===== src/hdl/aunp_pkg.sv =====
`timescale 1ns / 1ps
`default_nettype none
// ---------------------------------------------------------------------------
// aunp_pkg
// Types and constants shared by the ascii unsigned number parser modules.
// ---------------------------------------------------------------------------
package aunp_pkg;

    localparam logic [7:0] CH_ZERO  = 8'h30;
    localparam logic [7:0] CH_NINE  = 8'h39;
    localparam logic [7:0] CH_UP_A  = 8'h41;
    localparam logic [7:0] CH_UP_Z  = 8'h5A;
    localparam logic [7:0] CH_LO_A  = 8'h61;
    localparam logic [7:0] CH_LO_Z  = 8'h7A;
    localparam logic [5:0] LETTER_OFFSET = 6'd10;

    localparam logic [5:0]  BASE_RESET = 6'd10;
    localparam logic [15:0] COUNT_MAX  = 16'hFFFF;

    localparam int Q_DEPTH = 4;
    localparam int Q_PTR_W = 2;

    typedef enum logic [1:0] {
        ST_NONE     = 2'd0,
        ST_OK       = 2'd1,
        ST_OVERFLOW = 2'd2
    } t_status;

    // one classified character: digit or terminator, with its worth
    typedef struct packed {
        logic       is_digit;
        logic [5:0] worth;
    } t_item;

endpackage
`default_nettype wire


===== src/hdl/aunp_front.sv =====
`timescale 1ns / 1ps
`default_nettype none
// ---------------------------------------------------------------------------
// aunp_front
// Accepts characters and classifies each as a digit of the current base
// or as the end of a number.
// ---------------------------------------------------------------------------
module aunp_front (
    input  wire logic              i_valid,
    output logic                   o_ready,
    input  wire logic [7:0]        i_char,
    input  wire logic [5:0]        i_base,
    input  wire logic              i_room,
    output logic                   o_push,
    output aunp_pkg::t_item        o_item
);

    logic       w_known;
    logic [5:0] w_worth;
    logic [7:0] w_diff;

    always_comb begin
        w_known = 1'b1;
        w_diff  = 8'd0;
        w_worth = 6'd0;
        if (i_char >= aunp_pkg::CH_ZERO && i_char <= aunp_pkg::CH_NINE) begin
            w_diff  = i_char - aunp_pkg::CH_ZERO;
            w_worth = w_diff[5:0];
        end else if (i_char >= aunp_pkg::CH_UP_A && i_char <= aunp_pkg::CH_UP_Z) begin
            w_diff  = i_char - aunp_pkg::CH_UP_A;
            w_worth = w_diff[5:0] + aunp_pkg::LETTER_OFFSET;
        end else if (i_char >= aunp_pkg::CH_LO_A && i_char <= aunp_pkg::CH_LO_Z) begin
            w_diff  = i_char - aunp_pkg::CH_LO_A;
            w_worth = w_diff[5:0] + aunp_pkg::LETTER_OFFSET;
        end else begin
            w_known = 1'b0;
        end
    end

    assign o_item.is_digit = w_known && (w_worth < i_base);
    assign o_item.worth    = w_worth;
    assign o_push          = i_valid && i_room;
    assign o_ready         = i_room;

endmodule
`default_nettype wire


===== src/hdl/aunp_queue.sv =====
`timescale 1ns / 1ps
`default_nettype none
// ---------------------------------------------------------------------------
// aunp_queue
// Short queue of classified characters between front and back.
// ---------------------------------------------------------------------------
module aunp_queue (
    input  wire logic                 i_clk,
    input  wire logic                 i_rst_n,
    input  wire logic                 i_push,
    input  wire aunp_pkg::t_item      i_item,
    output logic                      o_room,
    input  wire logic                 i_pop,
    output logic                      o_valid,
    output aunp_pkg::t_item           o_item
);

    localparam int CNT_W = aunp_pkg::Q_PTR_W + 1;

    aunp_pkg::t_item             r_mem [aunp_pkg::Q_DEPTH];
    logic [aunp_pkg::Q_PTR_W-1:0] r_wr_ptr, n_wr_ptr;
    logic [aunp_pkg::Q_PTR_W-1:0] r_rd_ptr, n_rd_ptr;
    logic [CNT_W-1:0]             r_count, n_count;

    always_ff @(posedge i_clk) begin
        if (i_push) begin
            r_mem[r_wr_ptr] <= i_item;
        end
    end

    always_comb begin
        n_wr_ptr = r_wr_ptr + (aunp_pkg::Q_PTR_W)'(i_push);
        n_rd_ptr = r_rd_ptr + (aunp_pkg::Q_PTR_W)'(i_pop);
        n_count  = r_count + CNT_W'(i_push) - CNT_W'(i_pop);
    end

    always_ff @(posedge i_clk) begin
        if (!i_rst_n) begin
            r_wr_ptr <= '0;
            r_rd_ptr <= '0;
            r_count  <= '0;
        end else begin
            r_wr_ptr <= n_wr_ptr;
            r_rd_ptr <= n_rd_ptr;
            r_count  <= n_count;
        end
    end

    assign o_room  = r_count < CNT_W'(aunp_pkg::Q_DEPTH);
    assign o_valid = r_count != '0;
    assign o_item  = r_mem[r_rd_ptr];

    a_no_pop_empty: assert property (@(posedge i_clk) disable iff (!i_rst_n)
        i_pop |-> o_valid)
        else $error("pop from empty queue");

    a_no_push_full: assert property (@(posedge i_clk) disable iff (!i_rst_n)
        i_push |-> o_room)
        else $error("push into full queue");

    a_count_bound: assert property (@(posedge i_clk) disable iff (!i_rst_n)
        r_count <= CNT_W'(aunp_pkg::Q_DEPTH))
        else $error("queue count beyond depth");

endmodule
`default_nettype wire


===== src/hdl/aunp_back.sv =====
`timescale 1ns / 1ps
`default_nettype none
// ---------------------------------------------------------------------------
// aunp_back
// Accumulates digits with overflow detection and registers one result
// per terminating character.
// ---------------------------------------------------------------------------
module aunp_back #(
    parameter int VALUE_BITS = 32
) (
    input  wire logic              i_clk,
    input  wire logic              i_rst_n,
    input  wire logic [5:0]        i_base,
    input  wire logic              i_valid,
    input  wire aunp_pkg::t_item   i_item,
    output logic                   o_pop,
    output logic                   o_res_valid,
    input  wire logic              i_res_ready,
    output logic [1:0]             o_status,
    output logic [31:0]            o_value,
    output logic [15:0]            o_digits
);

    localparam int SUM_W = VALUE_BITS + 7;

    logic [VALUE_BITS-1:0] r_acc, n_acc;
    aunp_pkg::t_status     r_status, n_status;
    logic [15:0]           r_count, n_count;
    logic                  r_out_valid, n_out_valid;
    aunp_pkg::t_status     r_out_status;
    logic [31:0]           r_out_value;
    logic [15:0]           r_out_digits;

    logic [SUM_W-1:0]      w_sum;
    logic                  w_ovf;
    logic                  w_digit;
    logic                  w_end;

    assign w_sum = SUM_W'(r_acc) * SUM_W'(i_base) + SUM_W'(i_item.worth);
    // any bit above the value width means the exact result did not fit
    assign w_ovf = |w_sum[SUM_W-1:VALUE_BITS];

    assign o_pop   = i_valid && (i_item.is_digit || !r_out_valid || i_res_ready);
    assign w_digit = o_pop && i_item.is_digit;
    assign w_end   = o_pop && !i_item.is_digit;

    always_comb begin
        n_acc       = r_acc;
        n_status    = r_status;
        n_count     = r_count;
        n_out_valid = r_out_valid;
        if (r_out_valid && i_res_ready) begin
            n_out_valid = 1'b0;
        end
        if (w_digit) begin
            n_acc = w_sum[VALUE_BITS-1:0];
            if (w_ovf) begin
                n_status = aunp_pkg::ST_OVERFLOW;
            end else if (r_status == aunp_pkg::ST_NONE) begin
                n_status = aunp_pkg::ST_OK;
            end
            if (r_count != aunp_pkg::COUNT_MAX) begin
                n_count = r_count + 16'd1;
            end
        end else if (w_end) begin
            n_acc       = '0;
            n_status    = aunp_pkg::ST_NONE;
            n_count     = '0;
            n_out_valid = 1'b1;
        end
    end

    always_ff @(posedge i_clk) begin
        if (!i_rst_n) begin
            r_acc       <= '0;
            r_status    <= aunp_pkg::ST_NONE;
            r_count     <= '0;
            r_out_valid <= 1'b0;
        end else begin
            r_acc       <= n_acc;
            r_status    <= n_status;
            r_count     <= n_count;
            r_out_valid <= n_out_valid;
        end
    end

    always_ff @(posedge i_clk) begin
        if (w_end) begin
            r_out_status <= r_status;
            r_out_value  <= 32'(r_acc);
            r_out_digits <= r_count;
        end
    end

    assign o_res_valid = r_out_valid;
    assign o_status    = r_out_status;
    assign o_value     = r_out_value;
    assign o_digits    = r_out_digits;

    a_clear_after_end: assert property (@(posedge i_clk) disable iff (!i_rst_n)
        w_end |=> (r_acc == '0) && (r_count == '0) && (r_status == aunp_pkg::ST_NONE))
        else $error("number state not cleared after terminator");

    a_overflow_sticky: assert property (@(posedge i_clk) disable iff (!i_rst_n)
        (w_digit && r_status == aunp_pkg::ST_OVERFLOW) |=> r_status == aunp_pkg::ST_OVERFLOW)
        else $error("overflow status dropped before result");

    a_no_result_lost: assert property (@(posedge i_clk) disable iff (!i_rst_n)
        w_end |-> (!r_out_valid || i_res_ready))
        else $error("result register overwritten while held");

endmodule
`default_nettype wire


===== src/hdl/ascii_unsigned_number_parser.sv =====
`timescale 1ns / 1ps
`default_nettype none
// ---------------------------------------------------------------------------
// ascii_unsigned_number_parser
// Converts a stream of ascii characters into unsigned numbers of a set base.
// ---------------------------------------------------------------------------
// usage:
//   s channel carries one character per transfer. digits 0-9 and letters
//   (either case, worth 10-35) below the base are accumulated; any other
//   character ends the number and produces one result on the m channel.
//   m_tuser holds the status (0 none, 1 ok, 2 overflow), m_tdata holds the
//   value (modulo 2^VALUE_BITS, shown in 32 bits) and the digit count.
//   the cfg channel sets the base; write it only while the block is idle.
// throughput: one character per cycle while s_tready is high, set by the
//   single multiply-add of the accumulator stage.
// result path: a terminating character passes through the classify queue
//   and the accumulator stage into the output register, where it waits
//   for m_tready.
// reset: base returns to 10, queue empties, number state clears.
// stall: a held result blocks only terminators; digits keep flowing until
//   the four-entry queue fills, then s_tready drops.
// ---------------------------------------------------------------------------
module ascii_unsigned_number_parser #(
    parameter int VALUE_BITS = 32
) (
    input  wire logic        i_clk,
    input  wire logic        i_rst_n,
    input  wire logic        i_cfg_valid,
    output logic             o_cfg_ready,
    input  wire logic [5:0]  i_cfg_data,     // number_base
    input  wire logic        s_tvalid,
    output logic             s_tready,
    input  wire logic [7:0]  s_tdata,        // [7:0] char_in
    output logic             m_tvalid,
    input  wire logic        m_tready,
    output logic [47:0]      m_tdata,        // [31:0] value, [47:32] digits_used
    output logic [1:0]       m_tuser         // [1:0] status
);

    logic [5:0]      r_base;
    logic            w_room;
    logic            w_push;
    aunp_pkg::t_item w_front_item;
    logic            w_q_valid;
    aunp_pkg::t_item w_q_item;
    logic            w_pop;
    logic [31:0]     w_value;
    logic [15:0]     w_digits;

    assign o_cfg_ready = 1'b1;

    always_ff @(posedge i_clk) begin
        if (!i_rst_n) begin
            r_base <= aunp_pkg::BASE_RESET;
        end else if (i_cfg_valid) begin
            r_base <= i_cfg_data;
        end
    end

    aunp_front u_front (
        .i_valid (s_tvalid),
        .o_ready (s_tready),
        .i_char  (s_tdata),
        .i_base  (r_base),
        .i_room  (w_room),
        .o_push  (w_push),
        .o_item  (w_front_item)
    );

    aunp_queue u_queue (
        .i_clk   (i_clk),
        .i_rst_n (i_rst_n),
        .i_push  (w_push),
        .i_item  (w_front_item),
        .o_room  (w_room),
        .i_pop   (w_pop),
        .o_valid (w_q_valid),
        .o_item  (w_q_item)
    );

    aunp_back #(
        .VALUE_BITS (VALUE_BITS)
    ) u_back (
        .i_clk       (i_clk),
        .i_rst_n     (i_rst_n),
        .i_base      (r_base),
        .i_valid     (w_q_valid),
        .i_item      (w_q_item),
        .o_pop       (w_pop),
        .o_res_valid (m_tvalid),
        .i_res_ready (m_tready),
        .o_status    (m_tuser),
        .o_value     (w_value),
        .o_digits    (w_digits)
    );

    assign m_tdata = {w_digits, w_value};

endmodule
`default_nettype wire

===== config.mk =====
export PLATFORM = sky130hd
export DESIGN_NAME = ascii_unsigned_number_parser
export DESIGN_NICKNAME = d
export VERILOG_FILES = /design/src/hdl/aunp_pkg.sv /design/src/hdl/aunp_front.sv /design/src/hdl/aunp_queue.sv /design/src/hdl/aunp_back.sv /design/src/hdl/ascii_unsigned_number_parser.sv
export SDC_FILE = /design/constraint.sdc
export NUM_CORES = 1
export LEC_CHECK = 0
export CORE_MARGIN = 3
export CORE_UTILIZATION = 50
export DETAILED_ROUTE_END_ITERATION = 8
export DONT_BUFFER_PORTS = 1
export PLACE_DENSITY = 0.7
export SYNTH_ARGS = -nofsm -noshare
export SYNTH_HDL_FRONTEND = slang
export SYNTH_HIERARCHICAL = 1
export SYNTH_SLANG_ARGS = --single-unit
export TNS_END_PERCENT = 50

===== constraint.sdc =====
create_clock -name i_clk -period 10.75 [get_ports i_clk]
set_input_delay 1.6125 -clock i_clk [delete_from_list [all_inputs] [get_ports i_clk]]
set_output_delay 1.6125 -clock i_clk [all_outputs]
set_load 0.03 [all_outputs]

==> impl_metrics.py, run 1 <==
metrics = {
    "sta": {
        "relSlewSlack_pct": 23.9,
        "setup_viol": 0,
        "post-route-period-util_pct": 57.4,
        "worst_hold_slack_ns": 0.502,
        "fin_tns_setup_ns": 0,
        "finalClockSkew_ns": 0.0124,
        "fin_crit_ns": 6.17,
        "finalMaxSlewViolations": 0,
        "fmax_mhz": 162,
        "rsz0062_at_grt": "false",
        "worst_slew_pin_slew_ns": 1.14,
        "finalHoldViolCount": 0,
    },
    "floorplan": {
        "num_rows": 56,
        "start_util_pct": 51.5,
        "io_pins": 72,
        "die_w_microns": 163,
        "die_y_microns": 163,
        "die_area_sq_mm": 0.0265,
        "core_sq_mm": 0.0238,
    },
    "place": {
        "port_buffers": 0,
        "gp_congestion": 0.914,
        "dp_hpwl_microns": 20500,
    },
    "clock_tree": {
        "htree_levels": 4,
        "cts_buffers": 17,
        "clk_root_buffer_cell": "clkbuf_16",
        "cts_tree": "done",
        "clk_path_buf_depth": 2,
        "postCtsSetupBuffers": 0,
        "insertion_delay_ns": 0.43,
        "cts_resized": 0,
        "cts_sinks": 142,
        "cts.hold.buffers_added": 0,
        "clk_pin_slew_ns": 0.07,
    },
    "setup_path": {
        "path_class": "register to register",
        "end_kind": "register",
        "arrival_ns": 6.54,
        "startpoint_type": "register",
        "critPathMaxFanout": 20,
        "cp_data_required_time_ns": 11.11,
    },
    "logic_synthesis": {
        "ys_types": 74,
        "ys_seq_elements": 142,
        "syn_nets": 1440,
        "synth.avg_cell_area_sq_um": 10.3,
        "synth_warnings": 6,
        "ys.flop_type": "edfxtp_1",
        "synth.yosys.seq_area_share_pct": 29.5,
        "synth-async-reset-ratio_pct": 0,
        "syn_inst": 1193,
        "synth-edff-count": 78,
        "netlist_area_sq_mm": 0.0123,
    },
    "cells_and_area": {
        "fin_nets": 1418,
        "syn_to_final_growth_pct": 6.76,
        "drive_gt1_share_pct": 5.57,
        "mostFrequentLayoutCells": "and2_1, fa_1, ha_1, nand2_1, edfxtp_1",
        "layout_commonest_cell": "and2_1",
        "diodes": 0,
    },
    "detailed_routing": {
        "drc": 0,
        "first_pass_iters": 5,
        "ant_nets": 0,
        "routed_via_density": 5.71,
        "avgRoutedWirePerCell_microns": 18.8,
        "drt-initial-drc-count": 489,
        "num_vias": 8587,
        "routed_wl_microns": 28200,
    },
    "global_route": {
        "grt_max_degree": 51,
        "overflow": 0,
        "grt_pass1_wl_microns": 46900,
        "antenna_found_initial": 0,
        "grt_use_total_pct": 22.4,
        "grt_pass1_vias": 9166,
    },
    "min_path": {
        "hold_path_class": "register to register",
    },
    "job": {
        "cap_viol_max_count": 0,
    },
    "status": {
        "status": "finished clean",
    },
    "power": {
        "irDropWorstVdd_v": 0.000149,
        "cellPowerDensity_mw_per_mm2": 181,
        "p_leak_nw": 6.09,
    },
}
## path summary, 6_finish.rpt
path,end,from,depth (start not counted),slack (ns)
setup / recovery,u_back/r_status[0]$_SDFFE_PN0P_,r_base[4]$_SDFFE_PN0P_,19,4.58
hold / removal,u_back/o_digits[15]$_DFFE_PP_,u_back/r_count[15]$_SDFFE_PN0P_,0,0.50
setup reg to reg,u_back/r_status[0]$_SDFFE_PN0P_,r_base[4]$_SDFFE_PN0P_,19,4.58
hold reg to reg,u_back/o_digits[15]$_DFFE_PP_,u_back/r_count[15]$_SDFFE_PN0P_,0,0.50
## per-stage QoR
step | power (mW) | std cells | instance area [sq um] | utilization [%] | worst slack (ns)
finish | 2.37 | 1503 | 13100 | 55.0 | 4.58
floorplan | 1.57 | 1193 | 12300 | - | 5.19
detailed placement | 1.80 | 1471 | 12500 | 52.6 | 4.61
global placement | 1.78 | 1471 | 12500 | 52.6 | 4.75
CTS | 2.39 | 1503 | 13100 | 55.0 | 4.58
global route | 2.51 | 1503 | 13100 | 55.0 | 4.26
## Yosys cell counts, types with 9 or more instances
| cell | number | area, sq um |
|---|---|---|
| ha_1 | 103 | 1290 |
| inv_1 | 76 | 285 |
| a22oi_1 | 22 | 165 |
| clkbuf_1 | 43 | 161 |
| or3_1 | 9 | 56.3 |
| nand4_1 | 13 | 81.3 |
| fa_1 | 125 | 2500 |
| nor2_1 | 65 | 244 |
| edfxtp_1 | 78 | 2340 |
| mux2i_1 | 9 | 90.1 |
| dfxtp_1 | 64 | 1280 |
| xor2_1 | 20 | 175 |
| o21ai_0 | 36 | 180 |
| xnor2_1 | 25 | 219 |
| nand3_1 | 28 | 140 |
| a21o_1 | 13 | 97.6 |
| and2_1 | 187 | 1170 |
| a31oi_1 | 9 | 56.3 |
| nand2_1 | 82 | 308 |
| a21oi_1 | 54 | 270 |
| nand2b_1 | 14 | 87.6 |
## worst max-delay path, stage by stage (launching register included)
cell and delay (ns):
dfxtp_1 0.65, buf_4 0.35, nand2_1 0.11, fa_1 0.50, fa_1 0.54, inv_1 0.06, fa_1 0.53, inv_1 0.05
fa_1 0.49, inv_1 0.04, ha_1 0.37, and2_4 0.18, a221oi_4 0.24, a21oi_2 0.12, nor3_4 0.26, o31ai_1 0.13
or4_1 0.48, a2111o_1 0.43, or4b_1 0.47, o21ai_1 0.08
## flip-flops by register name, indices dropped and copies added (netlist names)
signal / count
u_back/o_value: 32
u_back/r_acc: 32
u_queue/r_mem: 28
u_back/o_digits: 16
u_back/r_count: 16
r_base: 6
u_queue/r_count: 3
u_back/o_status: 2
u_back/r_status: 2
u_queue/r_rd_ptr: 2
u_queue/r_wr_ptr: 2
u_back/o_res_valid: 1
## final cells by class
type	count	area [sq um]
Clock buffer	17	425
Clock inverter	15	150
Fill cell	2072	10700
Inverter	76	285
Multi-Input combinational cell	924	8150
Sequential cell	142	3620
Tap cell	319	399
Timing Repair Buffer	10	75.1
## kinds of logic after synthesis
logic type,Yosys count,share of synthesized area (%)
fa+ha+maj,228,30.9
compound gates,190,10.3
xor+xnor,46,3.39
buf+inv,127,4.15
simple gates,442,19.7
mux,17,2.11
other cells,1,0.0305
flops,142,29.5
## routing by layer
metal	up-vias	share of wire (%)	global-route usage [%]
met5	-	0	0
met2	235	48	36.5
met3	54	4.8	4.45
met1	4253	45	30.1
li1	4045	-	-
met4	0	2.6	7.46
## report_power, final
part | leakage (nW) | total [mW] | switching, mW | internal, mW
sequential | 1.27 | 0.995 | 0.255 | 0.740
combinational | 4.54 | 0.782 | 0.489 | 0.293
clock | 0.281 | 0.592 | 0.266 | 0.327
total | 6.09 | 2.37 | 1.01 | 1.36
Note: power is estimated with default switching activity, not from simulation.
==> run 2: changes to the inputs <==
Settings changed: PLACE_DENSITY 0.7 to 0.73.
Clock period 10.75 ns to 5.1 ns, I/O delays scaled along.
==> run 2 against run 1 <==
Against the previous run:
- the run now ends with negative setup slack left
- total power grew 120%
- clock skew shrank 0.00082 ns
- design area grew 7.5%
- non-clock buffer count grew 101
- via count grew 5.9%
- critical endpoint unchanged
- core utilization grew 4.1 points
- largest cell class unchanged
- wire length grew 4.8%
- die area is the same
- register-to-register slack lost 4.7 ns
- sequential cell count is the same
- worst hold slack lost 0.064 ns
- sequential share of layout area shrank 1.9 points
==> impl_metrics.py, run 2 (synthesis results as in run 1) <==
metrics = {
    "status": {
        "status": "complete, but fails checks",
        "violations": "negative setup slack",
    },
    "setup_path": {
        "cpPeakStageDelay_ns": 0.58,
        "critPathMaxFanout": 33,
        "end_kind": "register",
        "worst-path-buf-inv": 2,
        "path_class": "register to register",
        "cp_data_required_time_ns": 5.45,
        "crit_family": "adder cells",
        "worst_path_most_repeated_cell": "fa_1",
        "startpoint_type": "register",
        "arrival_ns": 5.54,
        "path_cells": "buf_12 -> and2_1 -> fa_1 -> fa_1 -> fa_1 -> ha_1 -> ha_1 -> a21oi_1 -> o211a_1 -> nor3_1 -> buf_4 -> nor3_4 -> o31ai_2 -> or4_1 -> a2111o_1 -> or4b_1 -> o21ai_1",
        "critical-path-slowest-cell": "fa_1",
    },
    "global_route": {
        "grt_pass1_wl_microns": 48600,
        "grt_use_total_pct": 23.0,
        "grt_pass1_vias": 9488,
        "met1_usage_pct": 31.3,
        "use_met3_pct": 4.78,
        "overflow": 0,
        "antenna_found_initial": 0,
        "grtUsageMet2_pct": 37.5,
        "grt_busiest_layer": "met2",
        "grt_max_degree": 38,
    },
    "floorplan": {
        "start_util_pct": 51.5,
        "num_rows": 56,
        "core_sq_mm": 0.0238,
        "die_y_microns": 163,
        "die_w_microns": 163,
        "die_area_sq_mm": 0.0265,
        "io_pins": 72,
    },
    "cells_and_area": {
        "diodes": 0,
        "layout_commonest_cell": "and2_1",
        "layoutNonFillerInstCount": 1604,
        "mostFrequentLayoutCells": "and2_1, fa_1, buf_4, ha_1, nand2_1",
        "fin_nets": 1519,
        "syn_to_final_growth_pct": 14.8,
        "drive_gt1_share_pct": 14.9,
        "post-route-util_pct": 59.2,
    },
    "detailed_routing": {
        "drc": 0,
        "avgRoutedWirePerCell_microns": 18.4,
        "routed_wl_microns": 29600,
        "ant_nets": 0,
        "num_vias": 9091,
        "routed_via_density": 5.67,
        "first_pass_iters": 5,
        "drt-initial-drc-count": 654,
    },
    "sta": {
        "fin_ws_ns": -0.0814,
        "fin_crit_ns": 5.18,
        "setup_viol": 1,
        "worst_slew_pin_slew_ns": 1.22,
        "finalHoldViolCount": 0,
        "worst_hold_slack_ns": 0.438,
        "post-route-period-util_pct": 102,
        "finalMaxSlewViolations": 0,
        "fin_tns_setup_ns": -0.0814,
        "fmax_mhz": 193,
        "relSlewSlack_pct": 18.5,
        "rsz0062_at_grt": "true",
        "finalClockSkew_ns": 0.0116,
    },
    "min_path": {
        "hold_path_class": "input port to register",
    },
    "clock_tree": {
        "cts_tree": "done",
        "clk_path_buf_depth": 2,
        "cts_sinks": 142,
        "insertion_delay_ns": 0.43,
        "clk_pin_slew_ns": 0.07,
        "cts_buffers": 17,
        "htree_levels": 4,
        "clk_root_buffer_cell": "clkbuf_16",
    },
    "power": {
        "p_leak_nw": 6.68,
        "p_total_mw": 5.25,
        "irDropWorstVdd_v": 0.000306,
        "cellPowerDensity_mw_per_mm2": 373,
    },
    "place": {
        "gp_congestion": 0.888,
        "dp_hpwl_microns": 21700,
        "port_buffers": 0,
        "dp.cells": 1568,
    },
    "job": {
        "cap_viol_max_count": 0,
    },
}
run 2: final timing paths:
kind	start	end	slack (ns)	depth (start not counted)
worst min register to register	u_back/r_count[6]$_SDFFE_PN0P_	u_back/o_digits[6]$_DFFE_PP_	0.50	0
worst max-delay path	r_base[2]$_SDFFE_PN0P_	u_back/r_status[0]$_SDFFE_PN0P_	-0.08	17
worst min-delay path	i_rst_n	r_base[3]$_SDFFE_PN1P_	0.44	1
worst max register to register	r_base[2]$_SDFFE_PN0P_	u_back/r_status[0]$_SDFFE_PN0P_	-0.08	17
run 2: final cells by class:
class | count | area (sq um)
Clock inverter | 13 | 140
Tap cell | 319 | 399
Sequential cell | 142 | 3630
Multi-Input combinational cell | 924 | 8270
Inverter | 76 | 285
Timing Repair Buffer | 111 | 912
Clock buffer | 19 | 454
Fill cell | 1992 | 9730
run 2: routing by layer:
metal | share of wire [%] | wire, microns | vias to the layer above
met4 | 2.0 | 605 | 0
met5 | 0 | 0 | -
met1 | 44 | 13100 | 4539
met3 | 5.9 | 1760 | 42
li1 | - | - | 4248
met2 | 48 | 14100 | 262
run 2: timing repair:
action	in CTS	in global routing
gates resized for setup	4	30
buffers inserted	0	3
cloned	0	1
hold buffers	0	0
setup endpoints to repair	1	9
pin swaps	2	6
run 2: power breakdown:
| group | internal, mW | switching, mW | total, mW |
|---|---|---|---|
| sequential | 1.56 | 0.507 | 2.07 |
| combinational | 0.794 | 1.13 | 1.92 |
| clock | 0.684 | 0.576 | 1.26 |
| total | 3.04 | 2.21 | 5.25 |
run 2: stage by stage:
step	instance area, sq um	setup slack [ns]
2_1_floorplan	12300	-0.0910
3_3_place_gp	13300	-0.0166
3_5_place_dp	13300	-0.102
4_1_cts	14000	-0.0962
5_1_grt	14100	-0.258
6_report	14100	-0.0814
run 2: worst reg2reg max path, cell delays in order (launching register included):
cell and delay, ns:
dfxtp_2 0.33, buf_12 0.17, and2_1 0.20, fa_1 0.58, fa_1 0.45, fa_1 0.50, ha_1 0.31, ha_1 0.33
a21oi_1 0.19, o211a_1 0.18, nor3_1 0.05, buf_4 0.16, nor3_4 0.20, o31ai_2 0.09, or4_1 0.47, a2111o_1 0.38
or4b_1 0.46, o21ai_1 0.08
==> run 3: changes to the inputs <==
Settings changed: ABC_AREA set to 1, CORE_UTILIZATION 50 to 39, PLACE_DENSITY 0.73 to 0.59.
==> run 3 against run 2 <==
Against the previous run:
- the run now ends clean
- fmax is 11% higher
- critical path type unchanged
- sequential power is 8% higher
- clock-buffer cell count is 2 higher
- non-clock buffer count is 89 lower
- largest cell class unchanged
- first-iteration DRC count is 2.4% higher
- sequential cell count stayed put
- synthesized area is 7.9% higher
- critical path depth is 6 higher
- critical endpoint is now u_back/r_acc[31]$_SDFFE_PN0P_
- clock skew is 0.00091 ns higher
- register-to-register slack better by 0.52 ns
- highest routed layer unchanged
- via count is 15% higher
==> impl_metrics.py, run 3 <==
metrics = {
    "logic_synthesis": {
        "synth-async-reset-ratio_pct": 0,
        "ys_seq_elements": 142,
        "synth_warnings": 6,
        "yosys-top-cells-count": "nand2_1, inv_1, fa_1, a21oi_1, ha_1",
        "synth.yosys.seq_area_share_pct": 27.3,
        "syn_nets": 1924,
        "synth_top_family_by_area": "adder cells",
        "synth_compound_area_share_pct": 8.46,
        "synth_fa_ha_area_share_pct": 28.6,
        "ys.flop_type": "edfxtp_1",
        "synth-simple-area-share_pct": 23.2,
        "yosysMostFrequentCell": "nand2_1",
        "synth.avg_cell_area_sq_um": 7.90,
        "yosys.area.top_type": "fa_1",
        "synth_xor_area_share_pct": 0.661,
        "netlist_area_sq_mm": 0.0133,
        "synth-edff-count": 78,
        "netlist.area_leader.share_pct": 18.9,
        "synth.area.top_cells": "fa_1, edfxtp_1, nand2_1",
        "syn_inst": 1677,
        "ys_types": 55,
        "synthMuxAreaShare_pct": 0,
    },
    "detailed_routing": {
        "drt-initial-drc-count": 670,
        "first_pass_iters": 5,
        "routed_via_density": 4.89,
        "num_vias": 10400,
        "ant_nets": 0,
        "drc": 0,
        "avgRoutedWirePerCell_microns": 15.2,
        "routed_wl_microns": 32500,
    },
    "floorplan": {
        "io_pins": 72,
        "start_util_pct": 40.1,
        "die_area_sq_mm": 0.0362,
        "core_sq_mm": 0.0330,
        "die_w_microns": 190,
        "die_y_microns": 190,
        "num_rows": 66,
    },
    "setup_path": {
        "r2r_cells": 23,
        "r2r-end": "u_back/r_acc[31]$_SDFFE_PN0P_",
        "end_kind": "register",
        "startpoint_type": "register",
        "path_class": "register to register",
        "arrival_ns": 5.02,
        "critPathMaxFanout": 7,
        "cp_data_required_time_ns": 5.45,
        "r2r_setup_slack_ns": 0.44,
        "r2r-start": "r_base[5]$_SDFFE_PN0P_",
    },
    "global_route": {
        "overflow": 0,
        "grt_pass1_wl_microns": 54900,
        "grt_max_degree": 37,
        "antenna_found_initial": 0,
        "grt_use_total_pct": 18.8,
        "grt_pass1_vias": 10700,
    },
    "cells_and_area": {
        "fill_cells": 3324,
        "syn_to_final_growth_pct": 8.81,
        "layout_commonest_cell": "nand2_1",
        "mostFrequentLayoutCells": "nand2_1, inv_1, fa_1, a21oi_1, ha_1",
        "post-route-util_pct": 43.7,
        "multi_input_area_sq_mm": 0.00808,
        "diodes": 0,
        "drive_gt1_share_pct": 9.09,
        "fin_nets": 1928,
        "ff_latch_area_sq_mm": 0.00362,
    },
    "clock_tree": {
        "cts_sinks": 142,
        "cts.hold.buffers_added": 0,
        "htree_levels": 4,
        "postCtsSetupBuffers": 0,
        "clk_pin_slew_ns": 0.07,
        "clk_root_buffer_cell": "clkbuf_16",
        "cts_buffers": 17,
        "insertion_delay_ns": 0.44,
        "cts_tree": "done",
        "cts_resized": 0,
        "clk_path_buf_depth": 2,
    },
    "sta": {
        "worst_hold_slack_ns": 0.412,
        "fin_crit_ns": 4.66,
        "post-route-period-util_pct": 91.4,
        "fmax_mhz": 214,
        "rsz0062_at_grt": "false",
        "setup_viol": 0,
        "finalMaxSlewViolations": 0,
        "worst_slew_pin_slew_ns": 1.11,
        "finalHoldViolCount": 0,
        "finalClockSkew_ns": 0.0125,
        "relSlewSlack_pct": 25.8,
        "fin_tns_setup_ns": 0,
    },
    "power": {
        "p_total_mw": 5.60,
        "cellPowerDensity_mw_per_mm2": 388,
        "p_leak_nw": 8.20,
        "irDropWorstVdd_v": 0.000307,
    },
    "place": {
        "dp_hpwl_microns": 25200,
        "gp_congestion": 0.906,
        "port_buffers": 0,
    },
    "min_path": {
        "worstHoldStart": "i_rst_n",
        "hold_path_class": "input port to register",
        "holdPathEnd": "r_base[1]$_SDFFE_PN1P_",
        "hold_depth": 1,
    },
    "status": {
        "status": "finished clean",
    },
    "job": {
        "cap_viol_max_count": 0,
    },
}
==> run 3: where the power goes <==
group	internal, mW	leakage [nW]	switching (mW)	total, mW
Sequential	1.61	1.27	0.628	2.24
Clock	0.806	0.304	0.562	1.37
Combinational	0.638	6.63	1.35	1.99
Total	3.05	8.20	2.54	5.60
==> run 3: worst max path at each step <==
stage / start / to / slack, ns / cells past startpoint
2_1_floorplan: r_base[5]$_SDFFE_PN0P_ / u_back/r_status[1]$_SDFFE_PN0P_ / 0.55 / 25
3_3_place_gp: r_base[5]$_SDFFE_PN0P_ / u_back/r_acc[31]$_SDFFE_PN0P_ / 0.53 / 23
3_5_place_dp: r_base[5]$_SDFFE_PN0P_ / u_back/r_status[1]$_SDFFE_PN0P_ / 0.45 / 27
4_1_cts: r_base[5]$_SDFFE_PN0P_ / u_back/r_acc[31]$_SDFFE_PN0P_ / 0.42 / 23
5_1_grt: r_base[5]$_SDFFE_PN0P_ / u_back/r_status[1]$_SDFFE_PN0P_ / 0.03 / 24
6_report: r_base[5]$_SDFFE_PN0P_ / u_back/r_acc[31]$_SDFFE_PN0P_ / 0.44 / 23
==> run 3: critical path, cell delays in order (launching register included) <==
cell     delay (ns)
dfxtp_1        0.51
nand2_1        0.13
fa_1           0.52
fa_1           0.55
inv_1          0.06
fa_1           0.54
inv_1          0.05
fa_1           0.49
inv_1          0.04
ha_1           0.35
nand2_1        0.14
inv_1          0.05
nand2_1        0.06
nand2_1        0.06
nand2_1        0.06
nand2_1        0.04
nand2_1        0.07
nand3_2        0.17
a21o_1         0.24
nand3_1        0.12
nand2_1        0.06
nand2_1        0.06
nand3_1        0.07
a21oi_1        0.14
==> run 3: per-stage QoR <==
step                std cells  setup WS, ns  cell area (sq um)
floorplan                1677         0.549              13300
global placement         2104         0.528              13800
detailed placement       2104         0.447              13800
CTS                      2136         0.421              14400
global route             2136        0.0285              14400
finish                   2136         0.436              14400
==> run 3: kinds of logic after synthesis <==
| logic type | count (synthesis) |
|---|---|
| compound gates | 200 |
| fa+ha+maj | 228 |
| simple gates | 701 |
| other cells | 1 |
| flops | 142 |
| buf+inv | 395 |
| xor+xnor | 10 |
==> run 3: per-layer routing <==
layer | part of all wire (%) | global-route usage [%] | wire [microns]
met5 | 0 | 0 | 0
met4 | 1.1 | 4.04 | 348
met1 | 48 | 26.1 | 15500
met3 | 4.7 | 2.96 | 1520
met2 | 47 | 31.4 | 15200
==> run 3: final cells by class <==
type / instances / area share (%)
Clock buffer: 21 / 3.42
Clock inverter: 11 / 0.963
Inverter: 358 / 9.37
Multi-Input combinational cell: 1140 / 56.1
Sequential cell: 142 / 25.1
Tap cell: 442 / 3.84
Timing Repair Buffer: 22 / 1.23
